## src/sv/bfe_pkg.sv

```systemverilog
`default_nettype none
// ----------------------------------------------------------------------------
// bfe_pkg
// Shared widths, operation codes, queue item type and the quarter-wave cosine
// table builder for the benchmark fitness evaluator.
// ----------------------------------------------------------------------------
package bfe_pkg;

    localparam int GENE_W         = 32;
    localparam int SUM_W          = 64;
    localparam int MODE_W         = 2;
    localparam int FRAC_BITS      = 16;
    localparam int COS_TABLE_BITS = 10;
    localparam int QSIZE          = 1 << COS_TABLE_BITS;
    localparam int COS_W          = FRAC_BITS + 1;
    localparam int CA_W           = COS_TABLE_BITS + 1;
    localparam int M2_W           = GENE_W + 1;
    localparam int SQ_W           = 2 * GENE_W;
    localparam int P2_W           = 2 * M2_W;
    localparam int T2_W           = P2_W - FRAC_BITS;
    localparam int A_W            = SQ_W - FRAC_BITS;
    localparam int D_W            = A_W + 1;
    localparam int LO_W           = (A_W + 1) / 2;
    localparam int HI_W           = A_W - LO_W;
    localparam int DSQ_W          = 2 * A_W;
    localparam int P_W            = (DSQ_W + 7 > SUM_W + FRAC_BITS + 1) ?
                                    DSQ_W + 7 : SUM_W + FRAC_BITS + 1;
    localparam int RAST_W         = FRAC_BITS + 6;
    localparam int QUEUE_DEPTH    = 4;
    localparam int QPTR_W         = $clog2(QUEUE_DEPTH);
    localparam int NSTG           = 7;

    localparam logic [MODE_W-1:0] MODE_SPHERE = 2'd0;
    localparam logic [MODE_W-1:0] MODE_ROSEN  = 2'd1;
    localparam logic [MODE_W-1:0] MODE_RAST   = 2'd2;
    localparam logic [MODE_W-1:0] MODE_RESET  = MODE_ROSEN;

    typedef logic [1:0] op_t;
    localparam op_t OP_SPHERE = 2'd0;
    localparam op_t OP_ROSEN  = 2'd1;
    localparam op_t OP_RAST   = 2'd2;
    localparam op_t OP_ZERO   = 2'd3;

    typedef struct packed {
        logic signed [GENE_W-1:0] gene;
        logic signed [GENE_W-1:0] prev;
        op_t                      op;
        logic                     last;
    } item_t;

    typedef logic [COS_W-1:0]     cos_val_t;
    typedef cos_val_t [QSIZE:0]   cos_rom_t;

    localparam logic [63:0]        HALF_PI_Q30 = 64'd1686629713;
    localparam logic signed [63:0] ONE_Q30     = 64'sd1 << 30;
    localparam logic [9:1][8:0]    TAYLOR_DIV  = {9'd306, 9'd240, 9'd182, 9'd132, 9'd90,
                                                  9'd56, 9'd30, 9'd12, 9'd2};

    // cos(pi/2 * k / QSIZE) from a 9-term series in Q2.30, rounded to FRAC_BITS
    function automatic cos_rom_t build_cos_rom();
        cos_rom_t          rom;
        logic [63:0]       theta;
        logic [63:0]       t2;
        logic [63:0]       term;
        logic signed [63:0] acc;
        logic [63:0]       rnd;
        int                k;
        int                n;
        rom = '0;
        for (k = 0; k <= QSIZE; k++) begin
            theta = (HALF_PI_Q30 * 64'(k)) >> COS_TABLE_BITS;
            t2    = (theta * theta) >> 30;
            term  = 64'd1 << 30;
            acc   = signed'(term);
            for (n = 1; n <= 9; n++) begin
                term = ((term * t2) >> 30) / 64'(TAYLOR_DIV[n]);
                if (n % 2 == 1) begin
                    acc = acc - signed'(term);
                end else begin
                    acc = acc + signed'(term);
                end
            end
            if (acc < 0) begin
                acc = '0;
            end
            if (acc > ONE_Q30) begin
                acc = ONE_Q30;
            end
            rnd    = (unsigned'(acc) + (64'd1 << (29 - FRAC_BITS))) >> (30 - FRAC_BITS);
            rom[k] = rnd[COS_W-1:0];
        end
        return rom;
    endfunction

endpackage
`default_nettype wire

```

## src/sv/bfe_front.sv

```systemverilog
`default_nettype none
// ----------------------------------------------------------------------------
// bfe_front
// Accepts gene beats, holds the mode register and the previous gene, and
// tags each beat with the operation the back end has to carry out.
// ----------------------------------------------------------------------------
module bfe_front (
    input  wire logic                          aclk,
    input  wire logic                          aresetn,
    input  wire logic                          cfg_wr_en,
    input  wire logic [bfe_pkg::MODE_W-1:0]    cfg_wr_data,
    input  wire logic                          s_valid,
    output logic                               s_ready,
    input  wire logic signed [bfe_pkg::GENE_W-1:0] s_gene,
    input  wire logic                          s_last,
    output logic                               push_valid,
    input  wire logic                          push_ready,
    output bfe_pkg::item_t                     push_item
);

    logic [bfe_pkg::MODE_W-1:0]        mode_reg;
    logic signed [bfe_pkg::GENE_W-1:0] prev_reg;
    logic                              have_prev_reg;
    logic                              accept;
    bfe_pkg::op_t                      op;

    assign s_ready    = push_ready;
    assign push_valid = s_valid;
    assign accept     = s_valid && push_ready;

    always_comb begin
        case (mode_reg)
            bfe_pkg::MODE_ROSEN: begin
                op = have_prev_reg ? bfe_pkg::OP_ROSEN : bfe_pkg::OP_ZERO;
            end
            bfe_pkg::MODE_RAST: begin
                op = bfe_pkg::OP_RAST;
            end
            default: begin
                op = bfe_pkg::OP_SPHERE;
            end
        endcase
    end

    always_comb begin
        push_item.gene = s_gene;
        push_item.prev = prev_reg;
        push_item.op   = op;
        push_item.last = s_last;
    end

    always_ff @(posedge aclk) begin
        if (!aresetn) begin
            mode_reg      <= bfe_pkg::MODE_RESET;
            prev_reg      <= '0;
            have_prev_reg <= 1'b0;
        end else begin
            if (cfg_wr_en) begin
                mode_reg <= cfg_wr_data;
            end
            if (accept) begin
                prev_reg      <= s_gene;
                have_prev_reg <= !s_last;
            end
        end
    end

endmodule
`default_nettype wire

```

## config.mk

```make
export PLATFORM = sky130hd
export DESIGN_NAME = bfe_front
export DESIGN_NICKNAME = d
export VERILOG_FILES = /design/src/sv/bfe_pkg.sv /design/src/sv/bfe_front.sv
export SDC_FILE = /design/constraint.sdc
export NUM_CORES = 1
export LEC_CHECK = 0
export ABC_AREA = 0
export BUFFER_PORTS_ARGS = -buffer_cell sky130_fd_sc_hd__buf_2
export CAP_MARGIN = 20
export CORE_ASPECT_RATIO = 2
export CORE_MARGIN = 5
export CORE_UTILIZATION = 43
export DETAILED_ROUTE_END_ITERATION = 7
export PLACE_DENSITY = 0.9
export REMOVE_ABC_BUFFERS = 1
export SYNTH_ARGS = -nofsm -noshare
export SYNTH_HDL_FRONTEND = slang
export SYNTH_SLANG_ARGS = --single-unit
export TNS_END_PERCENT = 30
```

## constraint.sdc

```tcl
create_clock -name aclk -period 1.15 [get_ports aclk]
set_input_delay 0.23 -clock aclk [delete_from_list [all_inputs] [get_ports aclk]]
set_output_delay 0.23 -clock aclk [all_outputs]
set_load 0.005 [all_outputs]
```

======== After elaboration in Yosys (flattened, before gate mapping) ========
Index checks and enable logic that the tools add are counted.
word-level totals
  logic and storage cells ................. 9
  register bits ........................... 35
cells by class
  equal/unequal tests ..................... 2
  reductions and logical operators ........ 2
  multiplexer cells ....................... 2
operator list
  cell                count
  $pmux 2 s2          1
  $eq 2x1->1 const B  1
  $eq 2x2->1 const B  1
  $mux 2              1
  $logic_and 1x1->1   1
  $logic_not 1->1     1

======== Longest topological paths before layout ========
  depth in word-level cells ............... 2
  depth in mapped cells ................... 4
  mapped depth without buffers ............ 4

======== Least setup slack after synthesis ========
Ideal clock, no wire load.
  path kind ............................... reg-to-output
  start ................................... register mode_reg[0] in the netlist's numbering
  end ..................................... output push_item[2] in the netlist's numbering
  arrival ................................. 797 ps
  cell stages (with the launch flop) ...... 4
  path slack .............................. 123 ps
  buffers on the path ..................... 0
  data required time ...................... 920 ps
  cell sequence ........................... dfxtp_1 inv_1 ha_1 a21oi_1
RTL lines
  element                 line             source
  start, declared         bfe_front.sv:21  logic [bfe_pkg::MODE_W-1:0] mode_reg;
  start signal, assigned  bfe_front.sv:54  mode_reg <= bfe_pkg::MODE_RESET;
  start signal, assigned  bfe_front.sv:59  mode_reg <= cfg_wr_data;
  end, declared           bfe_front.sv:18  output bfe_pkg::item_t push_item

==> flow_summary.json <==
{
  "outcome": "finished with violations",
  "violations": "setup timing",
  "syn_to_final_growth_pct": 27.2,
  "p_comb_share_pct": 17.7,
  "dp_hpwl_um": 3520,
  "num_vias": 1628,
  "dieArea_sq_um": 5630,
  "layout_min_cycle_time_ns": 1.36,
  "syn_area_sq_um": 1790,
  "initial_core_util_pct": 43.8,
  "drive_above_1_share_pct": 59.7,
  "maxSlewViolCount": 0,
  "drv_cap": 0,
  "drt_pass1_iterations": 4,
  "overflow": 0,
  "synth_xor_area_share_pct": 0,
  "synth_top_cell_area_share_pct": 39.1,
  "synth.area.top_cells": "dfxtp_1, buf_4, o21ai_2, nand4_1, nand2_1",
  "crit_type": "flip-flop to primary output",
  "critical_path.startpoint": "mode_reg[0]",
  "finClkSkew_ns": 0,
  "place_congestion": 0.704,
  "utilization_pct": 55.7,
  "p_int_mw": 2.05,
  "tns_ns": -0.281,
  "nets": 315,
  "worst_slack_ns": -0.210,
  "ir_drop_mv": 1.10,
  "relSlewSlack_pct": 83.6,
  "port-buffer-count": 108,
  "ys_seq_elements": 35,
  "worstHoldStart": "cfg_wr_data[0]",
  "syn-instance-count": 199,
  "synth_compound_area_share_pct": 16.5,
  "p_sw_share_pct": 25.2,
  "h-tree-depth": 2,
  "die-width_um": 55.6,
  "post_dp_cell_area_sq_um": 2140,
  "p_switching_mw": 0.692,
  "insertion_delay_ns": 0.27,
  "pwr_density_cell_nw_per_um2": 1210,
  "vias_per_cell": 5.01,
  "cts_tree": "done",
  "antenna_found_initial": 0,
  "top_level_ports": 109,
  "met1_usage_pct": 17.2,
  "clkPwrFrac_pct": 34.7,
  "postSynthAreaPerCell_sq_um": 9.00,
  "root_buffer": "clkbuf_8",
  "grt_util_met2_pct": 30.0,
  "core_sq_um": 4090,
  "grt_pass1_vias": 1613,
  "synth-seq-area-share_pct": 39.1,
  "grt_usage_pct": 16.3,
  "r2r-start": "mode_reg[0]",
  "die_y_um": 101,
  "cts_hold_buf": 0,
  "use_met3_pct": 3.57,
  "worstSetupStartpointType": "flip-flop",
  "hold_class": "input port to flip-flop",
  "synth_cell_type_count": 19,
  "arrival_ns": 1.13,
  "p_leak_nw": 1.10,
  "routed_wl_um": 4570,
  "rsz0062_at_grt": "true",
  "grt.busiest_layer": "met2",
  "rrSetupSlack_ns": 0.49,
  "sequentialPowerShare_pct": 47.6,
  "critPathCaptureType": "primary output",
  "synth_top_family_by_area": "buffers and inverters",
  "cts.sinks": 35,
  "yosys.area_share.adder_pct": 2.10,
  "first_iter_violations": 53,
  "numCtsBuffers": 5,
  "critPathRequiredTime_ns": 0.92,
  "max_slew.worst_pin.slew_ns": 0.246,
  "crit_fanout": 3,
  "fin_area_sq_um": 2280,
  "grt_pass1_wl_um": 7510,
  "wl_per_cell_um": 14.0,
  "setup_viol": 2,
  "clkTransAtPathRegs_ns": 0.06,
  "cts_buffer_depth": 2,
  "diodes": 0,
  "synthMuxAreaShare_pct": 0.559,
  "rows": 33,
  "yosysWarnings": 0,
  "synth_top_cell_by_area": "dfxtp_1",
  "drcViolationCount": 0,
  "synth-simple-area-share_pct": 19.6,
  "grt_start_max_net_pins": 36,
  "finalCritPeriodShare_pct": 118,
  "largest_register_ffs": 32,
  "ant_nets": 0,
  "max_freq_mhz": 735,
  "hold_violations": 0,
  "hold_ws_ns": 0.204
}
## cell usage after synthesis
cell and n:
buf_4 36, ha_1 3, o21ai_1 2, nand4_1 32
a21oi_1 1, inv_1 3, o211a_1 1, nand3_1 1
nand2_1 33, and2_4 1, o211ai_1 1, dfxtp_1 35
o21ai_2 30, nand2b_1 1, mux2i_1 1, buf_6 5
clkbuf_1 1, nor2b_1 1, buf_2 11
## power groups by stage
| stage | sequential [mW] | combinational [mW] | clock (mW) |
|---|---|---|---|
| after detailed placement | 1.33 | 0.479 | 0 |
| after global routing | 1.31 | 0.537 | 1.04 |
| final | 1.31 | 0.485 | 0.953 |
| after floorplan | 1.34 | 0.118 | 0 |
| after CTS | 1.31 | 0.492 | 0.989 |
| after global placement | 1.33 | 0.465 | 0 |
## cell usage in the layout (no fill, tap or decap), drive strengths merged
master | Yosys | final
ha | 3 | 3
nand3 | 1 | 1
inv | 3 | 3
buf | 52 | 119
nand2b | 1 | 1
clkbuf | 1 | 8
dfxtp | 35 | 35
o21ai | 32 | 32
o211a | 1 | 1
nand4 | 32 | 32
nor2b | 1 | 1
mux2i | 1 | 1
and2 | 1 | 1
nand2 | 33 | 33
o211ai | 1 | 1
a21oi | 1 | 1
## timing repair
item	CTS	global route
buffers inserted	1	0
endpoints found under the setup margin	2	2
resized for setup	8	1
gates cloned	0	0
pin swaps	3	0
## worst max-delay path: stages, from the launching register on
cell	delay (ns)
dfxtp_2	0.36
buf_6	0.11
ha_4	0.10
nand2b_1	0.05
a21oi_1	0.12
buf_2	0.13
## metal layers
metal  share of wire (%)  vias up
met4                 2.0        0
li1                    -      804
met2                  58       67
met3                 5.7       10
met5                   0        -
met1                  35      747
## path summary, 6_finish.rpt
path                  endpoint  depth (start not counted)
setup / recovery  push_item[2]                          5
hold reg to reg   prev_reg[26]                          2
setup reg to reg   mode_reg[0]                          2
hold / removal     mode_reg[0]                          3
## stage by stage
stage	setup WS (ns)	total power, mW	instances
finish	-0.210	2.74	325
global route	-0.276	2.89	325
CTS	-0.223	2.79	325
detailed placement	-0.0339	1.81	316
global placement	0.0178	1.79	316
floorplan	0.123	1.45	146
## cells by family after synthesis
group | count (synthesis)
multiplexers | 1
buffers and inverters | 56
AO/OA/AOI/OAI | 35
flip-flops | 35
adder cells (fa/ha/maj) | 3
AND/OR/NAND/NOR | 69
## final cells by class
cell class	count	area (sq um)
Multi-Input combinational cell	108	718
Fill cell	370	1810
Timing Repair Buffer	119	677
Clock buffer	8	100
Sequential cell	35	706
Inverter	3	11.3
Tap cell	52	65.1
Power figures use the tool's default switching activity.
