## src/sv/bfe_pkg.sv

```systemverilog
`default_nettype none
// ----------------------------------------------------------------------------
// bfe_pkg
// Shared widths, operation codes, queue item type and the quarter-wave cosine
// table builder for the benchmark fitness evaluator.
// ----------------------------------------------------------------------------
package bfe_pkg;

    localparam int GENE_W         = 32;
    localparam int SUM_W          = 64;
    localparam int MODE_W         = 2;
    localparam int FRAC_BITS      = 16;
    localparam int COS_TABLE_BITS = 10;
    localparam int QSIZE          = 1 << COS_TABLE_BITS;
    localparam int COS_W          = FRAC_BITS + 1;
    localparam int CA_W           = COS_TABLE_BITS + 1;
    localparam int M2_W           = GENE_W + 1;
    localparam int SQ_W           = 2 * GENE_W;
    localparam int P2_W           = 2 * M2_W;
    localparam int T2_W           = P2_W - FRAC_BITS;
    localparam int A_W            = SQ_W - FRAC_BITS;
    localparam int D_W            = A_W + 1;
    localparam int LO_W           = (A_W + 1) / 2;
    localparam int HI_W           = A_W - LO_W;
    localparam int DSQ_W          = 2 * A_W;
    localparam int P_W            = (DSQ_W + 7 > SUM_W + FRAC_BITS + 1) ?
                                    DSQ_W + 7 : SUM_W + FRAC_BITS + 1;
    localparam int RAST_W         = FRAC_BITS + 6;
    localparam int QUEUE_DEPTH    = 4;
    localparam int QPTR_W         = $clog2(QUEUE_DEPTH);
    localparam int NSTG           = 7;

    localparam logic [MODE_W-1:0] MODE_SPHERE = 2'd0;
    localparam logic [MODE_W-1:0] MODE_ROSEN  = 2'd1;
    localparam logic [MODE_W-1:0] MODE_RAST   = 2'd2;
    localparam logic [MODE_W-1:0] MODE_RESET  = MODE_ROSEN;

    typedef logic [1:0] op_t;
    localparam op_t OP_SPHERE = 2'd0;
    localparam op_t OP_ROSEN  = 2'd1;
    localparam op_t OP_RAST   = 2'd2;
    localparam op_t OP_ZERO   = 2'd3;

    typedef struct packed {
        logic signed [GENE_W-1:0] gene;
        logic signed [GENE_W-1:0] prev;
        op_t                      op;
        logic                     last;
    } item_t;

    typedef logic [COS_W-1:0]     cos_val_t;
    typedef cos_val_t [QSIZE:0]   cos_rom_t;

    localparam logic [63:0]        HALF_PI_Q30 = 64'd1686629713;
    localparam logic signed [63:0] ONE_Q30     = 64'sd1 << 30;
    localparam logic [9:1][8:0]    TAYLOR_DIV  = {9'd306, 9'd240, 9'd182, 9'd132, 9'd90,
                                                  9'd56, 9'd30, 9'd12, 9'd2};

    // cos(pi/2 * k / QSIZE) from a 9-term series in Q2.30, rounded to FRAC_BITS
    function automatic cos_rom_t build_cos_rom();
        cos_rom_t          rom;
        logic [63:0]       theta;
        logic [63:0]       t2;
        logic [63:0]       term;
        logic signed [63:0] acc;
        logic [63:0]       rnd;
        int                k;
        int                n;
        rom = '0;
        for (k = 0; k <= QSIZE; k++) begin
            theta = (HALF_PI_Q30 * 64'(k)) >> COS_TABLE_BITS;
            t2    = (theta * theta) >> 30;
            term  = 64'd1 << 30;
            acc   = signed'(term);
            for (n = 1; n <= 9; n++) begin
                term = ((term * t2) >> 30) / 64'(TAYLOR_DIV[n]);
                if (n % 2 == 1) begin
                    acc = acc - signed'(term);
                end else begin
                    acc = acc + signed'(term);
                end
            end
            if (acc < 0) begin
                acc = '0;
            end
            if (acc > ONE_Q30) begin
                acc = ONE_Q30;
            end
            rnd    = (unsigned'(acc) + (64'd1 << (29 - FRAC_BITS))) >> (30 - FRAC_BITS);
            rom[k] = rnd[COS_W-1:0];
        end
        return rom;
    endfunction

endpackage
`default_nettype wire

```

## src/sv/bfe_queue.sv

```systemverilog
`default_nettype none
// ----------------------------------------------------------------------------
// bfe_queue
// Short FIFO of tagged beats between the front and the back end.
// ----------------------------------------------------------------------------
module bfe_queue (
    input  wire logic     aclk,
    input  wire logic     aresetn,
    input  wire logic     in_valid,
    output logic          in_ready,
    input  wire bfe_pkg::item_t in_item,
    output logic          out_valid,
    input  wire logic     out_pop,
    output bfe_pkg::item_t out_item
);

    localparam int PW = bfe_pkg::QPTR_W;
    localparam int DEPTH = bfe_pkg::QUEUE_DEPTH;

    bfe_pkg::item_t  mem_reg [DEPTH];
    logic [PW-1:0]   wr_ptr_reg;
    logic [PW-1:0]   rd_ptr_reg;
    logic [PW:0]     count_reg;
    logic            push;
    logic            pop;

    assign in_ready  = (count_reg != (PW + 1)'(DEPTH));
    assign out_valid = (count_reg != '0);
    assign out_item  = mem_reg[rd_ptr_reg];
    assign push      = in_valid && in_ready;
    assign pop       = out_pop && out_valid;

    always_ff @(posedge aclk) begin
        if (push) begin
            mem_reg[wr_ptr_reg] <= in_item;
        end
    end

    always_ff @(posedge aclk) begin
        if (!aresetn) begin
            wr_ptr_reg <= '0;
            rd_ptr_reg <= '0;
            count_reg  <= '0;
        end else begin
            if (push) begin
                wr_ptr_reg <= wr_ptr_reg + 1'b1;
            end
            if (pop) begin
                rd_ptr_reg <= rd_ptr_reg + 1'b1;
            end
            case ({push, pop})
                2'b10:   count_reg <= count_reg + 1'b1;
                2'b01:   count_reg <= count_reg - 1'b1;
                default: count_reg <= count_reg;
            endcase
        end
    end

endmodule
`default_nettype wire

```

## config.mk

```make
export PLATFORM = sky130hd
export DESIGN_NAME = bfe_queue
export DESIGN_NICKNAME = d
export VERILOG_FILES = /design/src/sv/bfe_pkg.sv /design/src/sv/bfe_queue.sv
export SDC_FILE = /design/constraint.sdc
export NUM_CORES = 1
export LEC_CHECK = 0
export ABC_AREA = 1
export ABC_CLOCK_PERIOD_IN_PS = 12200
export CORE_UTILIZATION = 35
export CTS_CLUSTER_SIZE = 10
export DETAILED_ROUTE_END_ITERATION = 10
export DONT_BUFFER_PORTS = 1
export GPL_TIMING_DRIVEN = 0
export MAX_ROUTING_LAYER = met4
export PLACE_DENSITY_LB_ADDON = 0.05
export SLEW_MARGIN = 20
export SYNTH_ARGS = -nofsm -noshare
export SYNTH_HDL_FRONTEND = slang
export SYNTH_SLANG_ARGS = --single-unit
```

## constraint.sdc

```tcl
create_clock -name aclk -period 12.2 [get_ports aclk]
set_input_delay 3.66 -clock aclk [delete_from_list [all_inputs] [get_ports aclk]]
set_output_delay 3.66 -clock aclk [all_outputs]
set_load 0.01 [all_outputs]
```

Word-level counts from Yosys, hierarchy flattened

Memory sizes are Yosys's and may differ from the RTL's. A register that Yosys moved wholly into a read port is not among the register bits.
Cells that the tools add are included.

Flip-flop bits (word level): 7
Memory bits (writable): 268
Output and inout bits: 69
Logic and storage cells: 20
Memories kept: 1

Add/subtract/negate cells: 4
Equal/unequal tests: 3
Mux-type cells: 5
Reduce and logical (&&, ||, !) cells: 4

Memory list:

| name    | words | bits a word | read ports | clocked after Yosys merged registers in | write ports | RTL line        | RTL |
|---|---|---|---|---|---|---|---|
| mem_reg | 4     | 67          | 1          | 1                                       | 1           | bfe_queue.sv:20 | `bfe_pkg::item_t mem_reg [DEPTH];` |

Operator list:

| kind                                                                | count |
|---|---|
| 3-bit case mux with 2 select lines                                  | 1 |
| 2-bit by 1-bit adder with 2-bit output (second input constant)      | 2 |
| 2-bit 2-to-1 mux                                                    | 2 |
| 3-bit by 1-bit adder with 3-bit output (second input constant)      | 1 |
| 3-bit != test (second input constant)                               | 1 |
| 3-bit nonzero test                                                  | 1 |
| 3-bit by 1-bit subtractor with 3-bit output (second input constant) | 1 |
| 2-bit by 1-bit == test with 1-bit output (second input constant)    | 1 |
| 2-bit == test (second input constant)                               | 1 |
| 1-bit logical AND                                                   | 2 |
| 1-bit 2-to-1 mux                                                    | 2 |
| 2-bit nonzero test                                                  | 1 |

Logic depth before layout (Yosys ltp)

Depth after elaboration: 4
Gate-level depth with buffers: 13

Worst setup path before layout

Ideal clock, no wire load.

Path kind: input to register
Start: input port in_valid
End: memory mem_reg[0][0] (netlist name), enable pin
Setup time: 0.492 ns
Arrival: 6.563 ns
Path slack: 5.145 ns
Cell stages on the path: 2
Path buffers: 0
Cells stage by stage: nand2_2 -> nor2_1

Longest elaborated chain between the ends: 3

Ends and longest elaborated chain:

| what                                   | RTL line        | RTL |
|---|---|---|
| from (decl)                            | bfe_queue.sv:9  | `input wire logic in_valid,` |
| 1-bit logical AND                      | bfe_queue.sv:30 | `assign push = in_valid && in_ready;` |
| 1-bit 2-to-1 mux                       | bfe_queue.sv:34 | `if (push) begin` |
| 1-bit 2-to-1 mux (not written as such) | bfe_queue.sv:35 | `mem_reg[wr_ptr_reg] <= in_item;` |
| to (decl)                              | bfe_queue.sv:20 |  |

No other way between the ends.

==> results.md <==
* Initial Util at 35.9%
* Final slew viol count at 0
* Final Skew at 6.04 ps
* Max IR drop VDD at 98.8 uV
* CTS Buf Count at 34
* Fin cells at 1165
* Top fanout value on the critical path at 10
* Height of the die at 175 microns
* Sequential-to-total area share from yosys stat at 79.0%
* Post-route setup TNS at 0 ps
* RSZ-0062 raised after global routing: false
* Die X at 175 microns
* Synth Register Bits at 277
* Drc violations at 0
* Antenna violations before repair at 0
* Count leader, synth: edfxtp_1
* Tmin final at 5700 ps
* CTS max path bufs at 3
* Fmax at 0.175 GHz
* CTS Sinks at 277
* Number of global-route vias before repair at 6172
* DRT Pass-1 Iters at 4
* Share of layout cells above drive strength 1 at 12.2%
* Arr. time, crit path at 2040 ps
* Post-CTS Setup Inserts at 0
* Max FFs per register at 268
* CP required at 8540 ps
* Synth unique cells at 21
* Inserted Diodes at 0
* WHS Endpoint: wr_ptr_reg[1]
* Grt ovf at 0
* Post-synthesis average cell area at 14.5 sq um
* Root buffer cell: clkbuf_16
* HP Start: wr_ptr_reg[1]
* Clock latency at the later pin of the worst-skew pair at 490 ps
* Routed wire per std cell at 21.9 microns
* FP Rows at 62
* DP HPWL at 16000 microns
* Post-CTS Hold Fix Bufs at 0
* Total number of vias at 5974
* PortBufs at 0
* Top-area cell type share of the netlist area at 77.3%
* Drt total wl at 25500 microns
* Slew headroom at 54.9%
* Worst-path clk slew at 50 ps
* Hold Crit Depth at 2
* R2r worst-path depth at 7
* Fin crit share at 46.7%
* Lkg Pwr at 4.08 nW
* Placer Congestion at 0.734
* Post_cts resized at 0
* Power density over the cells at 212 nW/um^2
* Largest cells by area after synthesis: edfxtp_1 (77%), o21ai_0 (6.4%), nor2_1 (5.2%)
* Max Cap Viol at 0
* DR vias/cell at 5.13
* H-tree Lvls at 2
* Worst slew pin tran at 675 ps
* Layout Nets at 844
* Crit Path Category: reg -> out
* EDFF count, synth at 268
* First-pass GRT wire length at 37700 microns
* FF-to-FF setup slack at 10100 ps
* Die area at 30500 sq um
* Placed cell count at 1115
* Largest net degree at the start of global routing at 21
* Worst Setup End Kind: primary output
* Ys Warns at 0
* Post-synth top area cell: edfxtp_1
* Syn-to-layout area delta at 18.3%
* Dominant synthesized flop cell: edfxtp_1
* Fraction of registers with async set/reset at 0%
* RR Endpoint: mem_reg[1][29]
* Outcome: complete, no violations
* GRT Total Usage at 17.3%
* Post-synth net total at 793
* Post-synth top cells: edfxtp_1 (268), nor2_1 (144), o21ai_0 (133), o22ai_1 (67), inv_1 (16)
* Synth Instances at 716
* RR Startpoint: count_reg[1]
* Core area at 29000 sq um
* Final hold violations at 0
* First-iteration detailed-routing DRC count at 374
* CP Launch Type: flop
* TritonCTS clock tree: done
* Routed Antenna Nets at 0
* Boundary Pins at 140
* Worst hold-check path type: reg -> reg
* Finish-stage setup viols at 0
* Mapped cell area at 10400 sq um
[metal layers]
layer | share of wire [%] | track usage [%]
met1 | 39 | 19.3
met2 | 51 | 29.4
met4 | 1.8 | 4.93
met3 | 8.1 | 5.95
met5 | 0 | -
[cells by family after synthesis]
group	synth area share, %
DFF	79.0
AOI/OAI and AO/OA	10.8
and+or+nand+nor	5.99
buffers and inverters	3.43
adders and majority gates	0.793
[metrics by stage]
| stage | setup WS [ps] | utilization, % | hold WS [ps] | instance area, sq um | total power [mW] |
|---|---|---|---|---|---|
| 6_report | 6500 | 42.5 | 502 | 12300 | 2.61 |
| 3_5_place_dp | 6960 | 39.0 | 502 | 11300 | 1.74 |
| 2_1_floorplan | 5140 | - | 462 | 10400 | 1.53 |
| 4_1_cts | 6420 | 42.5 | 510 | 12300 | 2.65 |
| 5_1_grt | 6270 | 42.5 | 533 | 12300 | 2.73 |
| 3_3_place_gp | 2250 | 37.6 | 489 | 10900 | 1.71 |
[area by class of cell]
cell class	instances	area [sq um]
clock buffers	48	967
well taps	384	480
flip-flops and latches	277	8230
repair buffers	15	390
inverters	18	72.6
fillers	2612	16700
multi-input cells	378	1860
plain buffers	43	285
clock inverters	2	33.8
[layout by cell type, fill, tap and decap left out]
cell       instances
nand2_1           14
nand3_1            5
ha_1               5
clkbuf_4           3
a21oi_1            5
buf_6             10
bufinv_16          1
clkbuf_2           7
o21ai_1            3
fa_1               1
nor2_4             4
o22ai_1           67
edfxtp_1         268
dfxtp_1            9
clkbuf_1          19
buf_2             14
o21ai_0          133
clkbuf_16         37
buf_12             3
inv_6              1
inv_2              1
buf_8              1
buf_16            12
nor2_1           140
clkinv_1           1
inv_1             16
nand2_2            1
[report_power, final]
part / switching, mW / internal, mW
sequential: 0.0196 / 1.13
clock: 0.341 / 0.565
combinational: 0.397 / 0.154
[worst max-delay path by stage]
stage	startpoint	endpoint	slack (ps)	cells after the start
after global routing	flop	out_item[4]	6270	3
final	flop	out_item[7]	6500	4
after global placement	in_valid	mem_reg[3][29]	2250	2
after floorplan	in_valid	mem_reg[0][0]	5140	2
after detailed placement	flop	out_item[4]	6960	3
after CTS	flop	out_item[54]	6420	4
[critical path: stages, from the launching register on]
cell	delay, ps
dfxtp_1	400
inv_2	130
clkbuf_1	400
o21ai_0	200
o22ai_1	420
No activity file was read; power rests on OpenSTA's default activity.
